**src/rtl/core/spc_pkg.sv**
```systemverilog
package spc_pkg;

    localparam int IDX_W    = 4;
    localparam int CUST_W   = 16;
    localparam int IN_T_W   = 16;
    localparam int LEAVE_W  = 18;
    localparam int CNT_W    = 5;
    localparam int CFG_W    = 5;
    localparam int CMP_W    = 7;

    localparam int DEF_MAX_SERVERS = 16;
    localparam int DEF_TIME_BITS   = 16;

    localparam logic CMD_ASSIGN = 1'b0;
    localparam logic CMD_TICK   = 1'b1;

    localparam logic KIND_STATUS = 1'b0;
    localparam logic KIND_DEPART = 1'b1;

    // what the head unit reports about the server passing through it
    typedef struct packed {
        logic in_use;
        logic busy;
        logic depart;
    } t_head_evt;

endpackage

```
**src/rtl/core/spc_cell.sv**
```systemverilog
module spc_cell #(
    parameter int TIME_BITS = spc_pkg::DEF_TIME_BITS
) (
    input  logic                        i_clk,
    input  logic                        i_rst_n,
    input  logic                        i_shift,
    input  logic                        i_busy,
    input  logic [TIME_BITS-1:0]        i_rem,
    input  logic [spc_pkg::CUST_W-1:0]  i_cust,
    input  logic [spc_pkg::LEAVE_W-1:0] i_leave,
    output logic                        o_busy,
    output logic [TIME_BITS-1:0]        o_rem,
    output logic [spc_pkg::CUST_W-1:0]  o_cust,
    output logic [spc_pkg::LEAVE_W-1:0] o_leave
);
    import spc_pkg::*;

    logic                r_busy;
    logic [TIME_BITS-1:0] r_rem;
    logic [CUST_W-1:0]   r_cust;
    logic [LEAVE_W-1:0]  r_leave;

    always_ff @(posedge i_clk) begin
        if (!i_rst_n) begin
            r_busy <= 1'b0;
        end else if (i_shift) begin
            r_busy <= i_busy;
        end
    end

    always_ff @(posedge i_clk) begin
        if (i_shift) begin
            r_rem   <= i_rem;
            r_cust  <= i_cust;
            r_leave <= i_leave;
        end
    end

    assign o_busy  = r_busy;
    assign o_rem   = r_rem;
    assign o_cust  = r_cust;
    assign o_leave = r_leave;

endmodule

```
**src/rtl/core/spc_head.sv**
```systemverilog
module spc_head #(
    parameter int TIME_BITS = spc_pkg::DEF_TIME_BITS,
    parameter int SW        = 4
) (
    input  logic [SW-1:0]               i_step,
    input  logic [spc_pkg::CFG_W-1:0]   i_n,
    input  logic                        i_cmd,
    input  logic [spc_pkg::IDX_W-1:0]   i_idx,
    input  logic [spc_pkg::CUST_W-1:0]  i_new_cust,
    input  logic [spc_pkg::LEAVE_W-1:0] i_new_leave,
    input  logic [TIME_BITS-1:0]        i_load,
    input  logic                        i_busy,
    input  logic [TIME_BITS-1:0]        i_rem,
    input  logic [spc_pkg::CUST_W-1:0]  i_cust,
    input  logic [spc_pkg::LEAVE_W-1:0] i_leave,
    output logic                        o_busy,
    output logic [TIME_BITS-1:0]        o_rem,
    output logic [spc_pkg::CUST_W-1:0]  o_cust,
    output logic [spc_pkg::LEAVE_W-1:0] o_leave,
    output spc_pkg::t_head_evt          o_evt
);
    import spc_pkg::*;

    logic                 in_use;
    logic [TIME_BITS-1:0] rem_dec;

    assign in_use  = CMP_W'(i_step) < CMP_W'(i_n);
    assign rem_dec = i_rem - TIME_BITS'(1);

    always_comb begin
        o_busy     = i_busy;
        o_rem      = i_rem;
        o_cust     = i_cust;
        o_leave    = i_leave;
        o_evt      = '0;
        if (in_use) begin
            if (i_cmd == CMD_ASSIGN) begin
                // zero service time never frees, so it is dropped
                if (CMP_W'(i_step) == CMP_W'(i_idx) && i_load != '0) begin
                    o_busy  = 1'b1;
                    o_rem   = i_load;
                    o_cust  = i_new_cust;
                    o_leave = i_new_leave;
                end
            end else if (i_busy) begin
                o_rem = rem_dec;
                if (rem_dec == '0) begin
                    o_busy       = 1'b0;
                    o_evt.depart = 1'b1;
                end
            end
        end
        o_evt.in_use = in_use;
        o_evt.busy   = o_busy;
    end

endmodule

```
**src/rtl/core/server_pool_countdown_core.sv**
```systemverilog
// Server pool with per-server service countdown.
// Input channel (i_s_*): tuser is the command (assign or tick), tdata the
// server index, customer, arrival, waiting and transaction times.
// Config channel (i_cfg_*): servers_in_use, always ready; write it only
// while the block is idle.
// Output channel (o_m_*): tuser is the result kind (status or departure),
// tlast marks the status result that closes every item.
// Servers sit in a ring of cells that rotates by one each cycle while
// an item is walked and the output is not stalled; the server at the
// ring head is updated on its way around, so departures come out in
// ascending server order. Departures are registered in S_RUN and the
// status result in S_STAT; a new item is taken only back in S_IDLE, so
// one item is through before the next is taken.
// A stall on o_m_tready freezes the ring until the waiting result is
// taken. Reset frees all servers and sets servers_in_use to 1.
module server_pool_countdown_core #(
    parameter int MAX_SERVERS = spc_pkg::DEF_MAX_SERVERS,
    parameter int TIME_BITS   = spc_pkg::DEF_TIME_BITS
) (
    input  logic        i_clk,
    input  logic        i_rst_n,
    input  logic        i_s_tvalid,
    output logic        o_s_tready,
    // [3:0] server_index, [19:4] customer_number, [35:20] arrival_time,
    // [51:36] waiting_time, [67:52] transaction_time, [71:68] zero
    input  logic [71:0] i_s_tdata,
    // [0] cmd
    input  logic        i_s_tuser,
    input  logic        i_cfg_valid,
    output logic        o_cfg_ready,
    input  logic [spc_pkg::CFG_W-1:0] i_cfg_data,
    output logic        o_m_tvalid,
    input  logic        i_m_tready,
    // [3:0] departed_server, [19:4] departed_customer, [37:20] departure_time,
    // [38] free_found, [42:39] first_free_server, [47:43] busy_count
    output logic [47:0] o_m_tdata,
    // [0] result_kind
    output logic        o_m_tuser,
    output logic        o_m_tlast
);
    import spc_pkg::*;

    localparam int SW  = (MAX_SERVERS > 1) ? $clog2(MAX_SERVERS) : 1;
    localparam int LIM = (MAX_SERVERS < 16) ? MAX_SERVERS : 16;

    typedef enum logic [1:0] {S_IDLE, S_RUN, S_STAT} t_state;

    t_state               r_state;
    logic [CFG_W-1:0]     r_servers_in_use;
    logic [CFG_W-1:0]     n_eff;
    logic [SW-1:0]        r_step;
    logic                 r_cmd;
    logic [IDX_W-1:0]     r_idx;
    logic [CUST_W-1:0]    r_new_cust;
    logic [LEAVE_W-1:0]   r_new_leave;
    logic [TIME_BITS-1:0] r_load;
    logic [CNT_W-1:0]     r_busy_cnt;
    logic                 r_found;
    logic [IDX_W-1:0]     r_first;

    logic                 r_out_valid;
    logic                 r_kind;
    logic                 r_last;
    logic [IDX_W-1:0]     r_o_srv;
    logic [CUST_W-1:0]    r_o_cust;
    logic [LEAVE_W-1:0]   r_o_leave;
    logic                 r_o_found;
    logic [IDX_W-1:0]     r_o_first;
    logic [CNT_W-1:0]     r_o_busy;

    logic                 s_accept;
    logic                 go;
    logic                 shift;

    logic                 c_busy  [MAX_SERVERS];
    logic [TIME_BITS-1:0] c_rem   [MAX_SERVERS];
    logic [CUST_W-1:0]    c_cust  [MAX_SERVERS];
    logic [LEAVE_W-1:0]   c_leave [MAX_SERVERS];

    logic                 h_busy;
    logic [TIME_BITS-1:0] h_rem;
    logic [CUST_W-1:0]    h_cust;
    logic [LEAVE_W-1:0]   h_leave;
    t_head_evt            h_evt;

    assign n_eff       = (r_servers_in_use > CFG_W'(LIM)) ? CFG_W'(LIM) : r_servers_in_use;
    assign o_s_tready  = (r_state == S_IDLE);
    assign s_accept    = i_s_tvalid && o_s_tready;
    assign o_cfg_ready = 1'b1;
    assign go          = !r_out_valid || i_m_tready;
    assign shift       = (r_state == S_RUN) && go;

    // ring: cell k takes cell k+1, the last cell takes the head result
    for (genvar k = 0; k < MAX_SERVERS; k++) begin : g_ring
        if (k == MAX_SERVERS - 1) begin : g_tail
            spc_cell #(.TIME_BITS(TIME_BITS)) u_cell (
                .i_clk   (i_clk),
                .i_rst_n (i_rst_n),
                .i_shift (shift),
                .i_busy  (h_busy),
                .i_rem   (h_rem),
                .i_cust  (h_cust),
                .i_leave (h_leave),
                .o_busy  (c_busy[k]),
                .o_rem   (c_rem[k]),
                .o_cust  (c_cust[k]),
                .o_leave (c_leave[k])
            );
        end else begin : g_body
            spc_cell #(.TIME_BITS(TIME_BITS)) u_cell (
                .i_clk   (i_clk),
                .i_rst_n (i_rst_n),
                .i_shift (shift),
                .i_busy  (c_busy[k+1]),
                .i_rem   (c_rem[k+1]),
                .i_cust  (c_cust[k+1]),
                .i_leave (c_leave[k+1]),
                .o_busy  (c_busy[k]),
                .o_rem   (c_rem[k]),
                .o_cust  (c_cust[k]),
                .o_leave (c_leave[k])
            );
        end
    end

    spc_head #(.TIME_BITS(TIME_BITS), .SW(SW)) u_head (
        .i_step      (r_step),
        .i_n         (n_eff),
        .i_cmd       (r_cmd),
        .i_idx       (r_idx),
        .i_new_cust  (r_new_cust),
        .i_new_leave (r_new_leave),
        .i_load      (r_load),
        .i_busy      (c_busy[0]),
        .i_rem       (c_rem[0]),
        .i_cust      (c_cust[0]),
        .i_leave     (c_leave[0]),
        .o_busy      (h_busy),
        .o_rem       (h_rem),
        .o_cust      (h_cust),
        .o_leave     (h_leave),
        .o_evt       (h_evt)
    );

    always_ff @(posedge i_clk) begin
        if (!i_rst_n) begin
            r_servers_in_use <= CFG_W'(1);
        end else if (i_cfg_valid) begin
            r_servers_in_use <= i_cfg_data;
        end
    end

    // item fields
    always_ff @(posedge i_clk) begin
        if (s_accept) begin
            r_cmd       <= i_s_tuser;
            r_idx       <= i_s_tdata[3:0];
            r_new_cust  <= i_s_tdata[19:4];
            r_load      <= TIME_BITS'(i_s_tdata[67:52]);
            r_new_leave <= LEAVE_W'(i_s_tdata[35:20]) + LEAVE_W'(i_s_tdata[51:36])
                         + LEAVE_W'(i_s_tdata[67:52]);
        end
    end

    always_ff @(posedge i_clk) begin
        if (!i_rst_n) begin
            r_state     <= S_IDLE;
            r_out_valid <= 1'b0;
            r_step      <= '0;
            r_busy_cnt  <= '0;
            r_found     <= 1'b0;
            r_first     <= '0;
        end else begin
            unique case (r_state)
                S_IDLE: begin
                    if (i_m_tready) begin
                        r_out_valid <= 1'b0;
                    end
                    if (s_accept) begin
                        r_state    <= S_RUN;
                        r_step     <= '0;
                        r_busy_cnt <= '0;
                        r_found    <= 1'b0;
                        r_first    <= '0;
                    end
                end
                S_RUN: begin
                    if (go) begin
                        r_out_valid <= h_evt.depart;
                        if (h_evt.in_use) begin
                            if (h_evt.busy) begin
                                r_busy_cnt <= r_busy_cnt + CNT_W'(1);
                            end else if (!r_found) begin
                                r_found <= 1'b1;
                                r_first <= IDX_W'(r_step);
                            end
                        end
                        if (CMP_W'(r_step) == CMP_W'(MAX_SERVERS - 1)) begin
                            r_state <= S_STAT;
                        end else begin
                            r_step <= r_step + SW'(1);
                        end
                    end
                end
                S_STAT: begin
                    if (go) begin
                        r_out_valid <= 1'b1;
                        r_state     <= S_IDLE;
                    end
                end
                default: begin
                    r_state <= S_IDLE;
                end
            endcase
        end
    end

    // result payload
    always_ff @(posedge i_clk) begin
        if (r_state == S_RUN && go && h_evt.depart) begin
            r_kind    <= KIND_DEPART;
            r_last    <= 1'b0;
            r_o_srv   <= IDX_W'(r_step);
            r_o_cust  <= c_cust[0];
            r_o_leave <= c_leave[0];
            r_o_found <= 1'b0;
            r_o_first <= '0;
            r_o_busy  <= '0;
        end else if (r_state == S_STAT && go) begin
            r_kind    <= KIND_STATUS;
            r_last    <= 1'b1;
            r_o_srv   <= '0;
            r_o_cust  <= '0;
            r_o_leave <= '0;
            r_o_found <= r_found;
            r_o_first <= r_first;
            r_o_busy  <= r_busy_cnt;
        end
    end

    assign o_m_tvalid = r_out_valid;
    assign o_m_tuser  = r_kind;
    assign o_m_tlast  = r_last;
    assign o_m_tdata  = {r_o_busy, r_o_first, r_o_found, r_o_leave, r_o_cust, r_o_srv};

    a_accept_starts: assert property (@(posedge i_clk) disable iff (!i_rst_n)
        s_accept |=> (r_state == S_RUN) && (r_step == '0))
        else $error("item accepted but ring walk did not start at server 0");

    a_kind_last: assert property (@(posedge i_clk) disable iff (!i_rst_n)
        o_m_tvalid |-> (o_m_tuser == KIND_STATUS) == o_m_tlast)
        else $error("tlast does not match result kind");

    a_found_room: assert property (@(posedge i_clk) disable iff (!i_rst_n)
        (r_state == S_STAT && r_found) |-> (r_busy_cnt < n_eff))
        else $error("free server reported with all in-use servers busy");

    a_busy_bound: assert property (@(posedge i_clk) disable iff (!i_rst_n)
        (r_state == S_STAT) |-> (r_busy_cnt <= n_eff))
        else $error("busy count above servers in use");

    a_no_walk_when_idle: assert property (@(posedge i_clk) disable iff (!i_rst_n)
        (r_state == S_IDLE) |=> $stable(c_busy[0]) || $past(s_accept) == 1'b0)
        else $error("ring moved while idle");

endmodule
```
**config.mk**
```make
export PLATFORM = sky130hd
export DESIGN_NAME = server_pool_countdown_core
export DESIGN_NICKNAME = d
export VERILOG_FILES = /design/src/rtl/core/spc_pkg.sv /design/src/rtl/core/spc_cell.sv /design/src/rtl/core/spc_head.sv /design/src/rtl/core/server_pool_countdown_core.sv
export SDC_FILE = /design/constraint.sdc
export NUM_CORES = 1
export LEC_CHECK = 0
export ABC_AREA = 0
export BUFFER_PORTS_ARGS = -buffer_cell sky130_fd_sc_hd__buf_2
export CAP_MARGIN = 20
export CORE_MARGIN = 4
export CORE_UTILIZATION = 53
export CTS_BUF_LIST = sky130_fd_sc_hd__clkbuf_4 sky130_fd_sc_hd__clkbuf_8
export DETAILED_ROUTE_END_ITERATION = 16
export HOLD_SLACK_MARGIN = 0.15
export PLACE_DENSITY = 0.7
export SLEW_MARGIN = 10
export SYNTH_ARGS = -nofsm -noshare
export SYNTH_HDL_FRONTEND = slang
export SYNTH_HIERARCHICAL = 1
export SYNTH_SLANG_ARGS = --single-unit
export TNS_END_PERCENT = 20
```
**constraint.sdc**
```tcl
create_clock -name i_clk -period 51.1 [get_ports i_clk]
set_input_delay 5.11 -clock i_clk [delete_from_list [all_inputs] [get_ports i_clk]]
set_output_delay 5.11 -clock i_clk [all_outputs]
set_load 0.01 [all_outputs]
```
==> results.md, run 1 <==
* Status: finished, final reports clean
* Sequential-to-total area share from yosys stat at 0.865
* Achievable frequency at 0.108 GHz
* Hold Buf Count CTS at 0
* Final hold violations at 0
* FFs w/ async S/R, synth at 0
* Via/cell ratio at 5.30
* Synthesized flop and latch total at 943
* Root buffer cell: clkbuf_8
* Yosys warnings at 6
* First-pass GRT wire length at 79800 um
* CP max FO at 83
* Post-synth EDFFs at 893
* Min-delay worst type: flop to flop
* P per Cell Area at 46.5 nW/um2
* Main area contributors after synthesis: edfxtp_1, dfxtp_1, mux2_2, fa_1, ha_1
* Crit-path slowest cell: buf_4
* First-pass DRT Iterations at 7
* Worst skew pair latency at 770 ps
* DRC at 0
* I/O pin count at 136
* H-tree Lvls at 4
* Dpl cells at 2443
* Largest net degree at the start of global routing at 229
* GP Congestion at 0.882
* Max Cap Viol at 0
* DRT iter0 DRCs at 1473
* Area share of the largest cell type after synthesis at 0.834
* RSZ-0062 raised after global routing: false
* Clk pin slew, worst setup/hold paths at 60 ps
* Tcrit/Tclk final at 0.181
* Setup violators final at 0
* Worst-path cell chain: buf_2 -> nand2b_1 -> and2_4 -> buf_16 -> buf_4 -> buf_16 -> buf_4 -> buf_4 -> buf_4 -> buf_12
* CTS Sinks at 943
* Syn nets at 1687
* Share of layout cells above drive strength 1 at 0.225
* Num CTS Buffers at 145
* Setup CP Type: input pin to flop
* Post-route cell area at 36700 um2
* Skew final at 26.5 ps
* Crit path top cell by count: buf_4
* Critical Path End Type: flop
* Max IR drop VDD at 0.0000328 V
* Max transition margin at 0.206
* Initial core utilization at 0.534
* Hold Path Depth at 0
* Reg2Reg Setup Slack at 45360 ps
* Layout Nets at 1938
* Hold slack at 400 ps
* Die W at 254 um
* Most used DFF post-synth: edfxtp_1
* Mapped cell area at 32200 um2
* Die height at 254 um
* Syn_area_per_cell at 20.6 um2
* GRT Total Usage at 0.162
* Final wirelength at 51700 um
* Crit start category: input pin
* Leakage at 12.3 nW
* CTS tree: built
* Vias in the first global route at 14300
* Non-Filler Instances at 2702
* Max clock buf depth at 3
* Worst slew pin tran at 1190 ps
* Unique masters post-synth at 71
* TNS Setup at 0 ps
* Final Slew Violations at 0
* Initial antenna violation count at 2
* WP data required at 51550 ps
* Syn-to-layout area delta at 14.0%
* DRT antenna net count at 0
* Crit path DAT at 9720 ps
* Core area at 60200 um2
* Most frequent cell after synthesis: edfxtp_1
* DR vias at 14300
* Slowest stage delay, CP at 890 ps
* DR WL/cell at 19.1 um
* Remaining Overflow, GRT at 0
* # port buffers at 130
* Post-CTS sizing at 0
* Die footprint at 64700 um2
* Mapped Cells at 1561
* Area of placed instances at 33700 um2
* R2R cell count at 10
* Row count at 90
* Post-DP HPWL at 30000 um
* Post-CTS Setup Bufs at 0
* Crit path time final at 9270 ps
* Largest area contributor in the netlist: edfxtp_1
* Commonest cells post-synth: edfxtp_1, nand2_1, dfxtp_1
* Tot Pwr at 1.70 mW
-- state kept, by name (all words and copies together), names as in the netlist, 18 cells and up --
| signal | flops |
|---|---|
| r_new_leave | 18 |
| g_ring.g_body.u_cell/o_rem | 240 |
| g_ring.g_body.u_cell/o_leave | 270 |
| r_o_leave | 18 |
| g_ring.g_body.u_cell/o_cust | 240 |
| g_ring.g_tail.u_cell/o_leave | 18 |
-- critical path: cells and delay by family --
kind / cells / cell delay [ps]
buffers and inverters: 8 / 3810
and+or+nand+nor: 2 / 620
-- placed cells by master, fill, tap and decap left out, types with 10 or more instances in the layout --
cell,instances
edfxtp_1,893
clkbuf_8,147
buf_2,130
nand2_1,53
clkbuf_4,53
dfxtp_1,50
and2_1,46
a21oi_1,44
o21ai_0,34
mux2_2,34
nor2b_1,33
nor2_1,28
inv_1,26
ha_1,26
clkinv_1,25
mux2i_1,23
nand3_1,19
fa_1,17
nand2b_1,15
nor3_1,14
buf_4,13
nand4_1,12
xor2_1,12
a2111oi_0,12
a211oi_1,10
-- through the flow --
stage                      util  setup WS [ps]
after floorplan               -          25720
after global placement    0.560          40610
after detailed placement  0.560          40380
after CTS                 0.607          41310
after global routing      0.608          41510
final                     0.608          41830
-- logic make-up after synthesis --
family          Yosys count  share of synthesized area
compound gates          163                     0.0336
xor+xnor                 18                    0.00513
fa+ha+maj                43                     0.0207
buf+inv                  71                    0.00965
flops                   943                      0.865
mux                      58                     0.0194
other cells               1                   0.000117
simple gates            264                     0.0467
-- worst paths after layout --
check / from / to
worst max-delay path: i_m_tready / g_ring[13].g_body.u_cell/o_leave[5]
worst min-delay path: g_ring[14].g_body.u_cell/o_leave[16] / g_ring[13].g_body.u_cell/o_leave[16]
worst max register to register: r_state[1] / g_ring[13].g_body.u_cell/o_leave[5]
worst min register to register: g_ring[14].g_body.u_cell/o_leave[16] / g_ring[13].g_body.u_cell/o_leave[16]
-- final cells by class --
cell class	instances	area, um2
Fill cell	4123	23600
Clock inverter	54	437
Antenna cell	1	2.50
Clock buffer	200	2420
Tap cell	782	978
Inverter	27	101
Multi-Input combinational cell	547	4050
Timing Repair Buffer	148	848
Sequential cell	943	27800
-- per-layer routing --
| layer | up-vias | GRT usage | part of all wire |
|---|---|---|---|
| met5 | - | 0 | 0 |
| li1 | 6593 | - | - |
| met3 | 120 | 0.0421 | 0.056 |
| met1 | 7141 | 0.238 | 0.45 |
| met2 | 463 | 0.234 | 0.46 |
| met4 | 0 | 0.0721 | 0.029 |
-- power by group --
part | switching, mW | internal, mW
clock | 0.283 | 0.327
combinational | 0.0775 | 0.0287
sequential | 0.0265 | 0.961
No activity file was read; power rests on OpenSTA's default activity.
==> inputs of run 2 (changes only) <==
- clock period: 51.1 -> 8.63 ns (I/O delays scaled with it)
==> results.md, run 2 (synthesis results as in run 1) <==
* Status: finished, final reports clean
* Leakage at 12.2 nW
* H-tree Lvls at 4
* Via/cell ratio at 5.29
* Max reg flops at 270
* Hold Buf Count CTS at 0
* Register share of total power at 0.586
* First-pass DRT Iterations at 6
* Clock Power Share at 0.352
* Die W at 254 um
* Hold Path Depth at 1
* Commonest non-fill, non-tap cell in the layout: edfxtp_1
* Max transition margin at 0.238
* Post-CTS Setup Bufs at 0
* Min-delay worst type: input pin to flop
* # port buffers at 130
* Pint at 7.73 mW
* WP buf/inv at 0
* Crit start category: flop
* DRC at 0
* Initial core utilization at 0.534
* Worst skew pair latency at 760 ps
* Comb pwr share at 0.062
* I/O pin count at 136
* DR WL/cell at 19.4 um
* Crit path time final at 3670 ps
* Syn-to-layout area delta at 13.4%
* Largest net degree at the start of global routing at 210
* Most frequent cells in the layout: edfxtp_1, clkbuf_8, buf_2
* Max clock buf depth at 3
* Post-DP HPWL at 29800 um
* Slowest stage delay, CP at 950 ps
* Worst slew pin tran at 1140 ps
* Num CTS Buffers at 144
* Fillers at 4145
* Max IR drop VDD at 0.000231 V
* Setup violators final at 0
* Delay-heaviest family, CP: simple AND/OR/NAND/NOR gates
* P per Cell Area at 274 nW/um2
* DRT iter0 DRCs at 1382
* GP Congestion at 0.859
* Remaining Overflow, GRT at 0
* CP max FO at 50
* Initial antenna violation count at 2
* Worst-path cell chain: nor3_1 -> nand3_1 -> a2111oi_2 -> nand4_1 -> nor2_1 -> and3_2 -> and2_1
* Die height at 254 um
* Die footprint at 64700 um2
* Vias in the first global route at 14100
* DRT antenna net count at 0
* Tcrit/Tclk final at 0.425
* WP data required at 9240 ps
* Fin util at 0.606
* Setup CP Type: flop to flop
* DR vias at 14200
* Core area at 60200 um2
* Post-CTS sizing at 0
* First-pass GRT wire length at 79600 um
* CTS Sinks at 943
* Final hold violations at 0
* Crit-path slowest cell: and3_2
* Final Slew Violations at 0
* Clk pin slew, worst setup/hold paths at 60 ps
* Final wirelength at 52200 um
* Achievable frequency at 0.273 GHz
* Max Cap Viol at 0
* GRT Total Usage at 0.162
* CTS tree: built
* Sw Share at 0.225
* Row count at 90
* Critical Path End Type: flop
* Root buffer cell: clkbuf_8
* Skew final at 19.2 ps
* Crit path depth at 7
* Switching pwr at 2.25 mW
* RSZ-0062 raised after global routing: false
* TNS Setup at 0 ps
* Layout Nets at 1931
* Crit path DAT at 4280 ps
* R2R cell count at 7
* Share of layout cells above drive strength 1 at 0.224
[run 2: worst paths after layout]
check | from | to | slack, ps
setup / recovery | g_ring[0].g_body.u_cell/o_rem[2] | r_o_leave[2] | 4960
hold reg to reg | g_ring[11].g_body.u_cell/o_rem[0] | g_ring[10].g_body.u_cell/o_rem[0] | 400
hold / removal | i_s_tdata[4] | r_new_cust[0] | 280
setup reg to reg | g_ring[0].g_body.u_cell/o_rem[2] | r_o_leave[2] | 4960
[run 2: layout make-up]
class	instances	area (um2)	share of cell area
inverters	27	101	0.00278
diodes	1	2.50	0.0000686
clock buffers	202	2470	0.0676
well taps	782	978	0.0268
multi-input cells	547	4060	0.111
clock inverters	49	292	0.00799
repair buffers	142	776	0.0213
flip-flops and latches	943	27800	0.762
[run 2: metal layers]
layer | share of wire | GRT usage | vias to the layer above | routed length, um
met2 | 0.46 | 0.232 | 411 | 23900
li1 | - | - | 6577 | -
met5 | 0 | 0 | - | 0
met4 | 0.023 | 0.0618 | 0 | 1180
met1 | 0.46 | 0.238 | 7165 | 24200
met3 | 0.057 | 0.0494 | 93 | 2950
[run 2: stage by stage]
stage	cells	setup WS, ps	instance area, um2	hold WS, ps	total power [mW]
final	2693	4960	36500	283	9.98
after global routing	2693	4710	36500	205	10.4
after CTS	2691	4770	36500	192	10.1
after detailed placement	2440	4760	33700	405	6.56
after global placement	2440	4860	33700	400	6.51
after floorplan	1561	1220	32200	400	6.40
[run 2: power groups by stage]
| stage | logic, mW | registers (mW) | clock network, mW |
|---|---|---|---|
| finish | 0.618 | 5.85 | 3.52 |
| CTS | 0.620 | 5.86 | 3.63 |
| global route | 0.675 | 5.90 | 3.86 |
| global placement | 0.593 | 5.92 | 0 |
| detailed placement | 0.618 | 5.94 | 0 |
| floorplan | 0.437 | 5.97 | 0 |
==> inputs of run 3 (changes only) <==
- clock period: 8.63 -> 3.7 ns (I/O delays scaled with it)
==> results.md, run 3 (synthesis results as in run 1) <==
* Max reg flops at 270
* Crit-path slowest cell: dlygate4sd3_1
* Final Slew Violations at 0
* P per Cell Area at 628 nW/um2
* Initial core utilization at 0.534
* Comb pwr share at 0.067
* Max Cap Viol at 0
* CTS Sinks at 943
* GRT Total Usage at 0.168
* Setup CP Type: input pin to flop
* I/O pin count at 136
* Switching pwr at 5.29 mW
* WP data required at 4190 ps
* Area of placed instances at 34000 um2
* Clock Power Share at 0.354
* DRC at 0
* Crit path time final at 3310 ps
* Achievable frequency at 0.302 GHz
* Max transition margin at 0.441
* Final hold violations at 0
* Critical Path End Type: flop
* Row count at 90
* Post-DP HPWL at 31100 um
* Max IR drop VDD at 0.000403 V
* CP max FO at 3
* Largest net degree at the start of global routing at 143
* Worst-path cell chain: dlygate4sd3_1 -> buf_2 -> fa_1 -> dlygate4sd3_1 -> ha_1 -> fa_1 -> a21oi_1 -> o211ai_1 -> a21oi_1 -> o21bai_2 -> mux2i_1 -> o311ai_0
* Share of layout cells above drive strength 1 at 0.222
* Initial antenna violation count at 5
* Worst slew pin tran at 839 ps
* Sw Share at 0.225
* Via/cell ratio at 5.27
* Root buffer cell: clkbuf_8
* Layout Nets at 2015
* DR WL/cell at 19.0 um
* Most frequent cells in the layout: edfxtp_1, clkbuf_8, buf_2
* Die height at 254 um
* First-pass DRT Iterations at 7
* First-pass GRT wire length at 82300 um
* Leakage at 12.6 nW
* DRT antenna net count at 0
* Post-CTS Setup Bufs at 0
* Remaining Overflow, GRT at 0
* Fillers at 4089
* Max clock buf depth at 3
* Vias in the first global route at 14800
* Commonest non-fill, non-tap cell in the layout: edfxtp_1
* Worst skew pair latency at 770 ps
* Crit path DAT at 3800 ps
* Setup violators final at 0
* Syn-to-layout area delta at 16.4%
* Core area at 60200 um2
* Register share of total power at 0.579
* DRT iter0 DRCs at 1352
* Pint at 18.2 mW
* Min-delay worst type: input pin to flop
* Final wirelength at 53100 um
* Num CTS Buffers at 146
* Slowest stage delay, CP at 570 ps
* Fin util at 0.622
* Die footprint at 64700 um2
* GP Congestion at 0.866
* Post-route cell area at 37500 um2
* # port buffers at 130
* H-tree Lvls at 4
* Crit start category: input pin
* DR vias at 14700
* Clk pin slew, worst setup/hold paths at 60 ps
* CTS tree: built
* Die W at 254 um
* Status: finished, final reports clean
* Skew final at 25.6 ps
* RSZ-0062 raised after global routing: false
* Tcrit/Tclk final at 0.894
## run 3: cell count changes in the layout (fill, tap and decap cells not counted), moves of 2 or more
cell           change
dlygate4sd3_1     +61
clkinv_1          +19
buf_4             +13
buf_12             +9
clkbuf_4           -6
bufinv_16          +3
clkbuf_8           -3
clkinv_4           +2
dfxtp_1            -2
dfxtp_2            +2
## run 3: repair_timing
action | 4_1_cts | 5_1_grt
hold buffers | 61 | 0
endpoints found under the hold margin | 80 | 0
gates resized for setup | 0 | 0
## run 3: per-layer routing
metal | global-route usage | routed length [um] | up-vias
met5 | 0 | 11 | -
met2 | 0.243 | 24400 | 429
li1 | - | - | 6752
met1 | 0.242 | 24000 | 7385
met4 | 0.0768 | 1760 | 2
met3 | 0.0474 | 2930 | 131
## run 3: path summary, 6_finish.rpt
check | depth (start not counted) | slack [ps] | end | start
worst max-delay path | 12 | 390 | r_new_leave[15] | i_s_tdata[21]
worst max register to register | 8 | 500 | o_m_tvalid | g_ring[0].g_body.u_cell/o_rem[12]
worst min-delay path | 4 | 280 | r_new_leave[4] | i_s_tdata[40]
worst min register to register | 0 | 400 | g_ring[4].g_body.u_cell/o_leave[5] | g_ring[5].g_body.u_cell/o_leave[5]
## run 3: power groups by stage
stage          registers, mW  clock network (mW)  logic, mW
6_report                13.6                8.33       1.58
4_1_cts                 13.7                8.60       1.59
3_3_place_gp            13.8                   0       1.47
2_1_floorplan           13.9                   0       1.03
5_1_grt                 13.7                9.17       1.73
3_5_place_dp            13.8                   0       1.53
## run 3: worst max-delay path, delay by kind of cell
family                     cells  cell delay, ps
AOI/OAI and AO/OA              5             940
adders and majority gates      3            1090
buffers and inverters          3            1240
muxes                          1             150
## run 3: per-stage QoR
step	hold WS, ps	power [mW]	setup WS (ps)	cells	TNS (ps)
2_1_floorplan	400	14.9	-3340	1561	-2667330
3_3_place_gp	401	15.3	550	2462	0
3_5_place_dp	405	15.4	513	2462	0
4_1_cts	200	23.8	492	2786	0
5_1_grt	230	24.6	321	2788	0
6_report	282	23.5	393	2788	0
## run 3: final cells by class
| cell class | instances | area, um2 | share of cell area |
|---|---|---|---|
| antenna | 2 | 5.00 | 0.000134 |
| clock inverter | 70 | 450 | 0.0120 |
| tap | 782 | 978 | 0.0261 |
| clock buffer | 193 | 2380 | 0.0636 |
| sequential | 943 | 27800 | 0.743 |
| inverter | 27 | 101 | 0.00271 |
| timing repair buffer | 224 | 1660 | 0.0443 |
| multi-input combinational | 547 | 4070 | 0.109 |
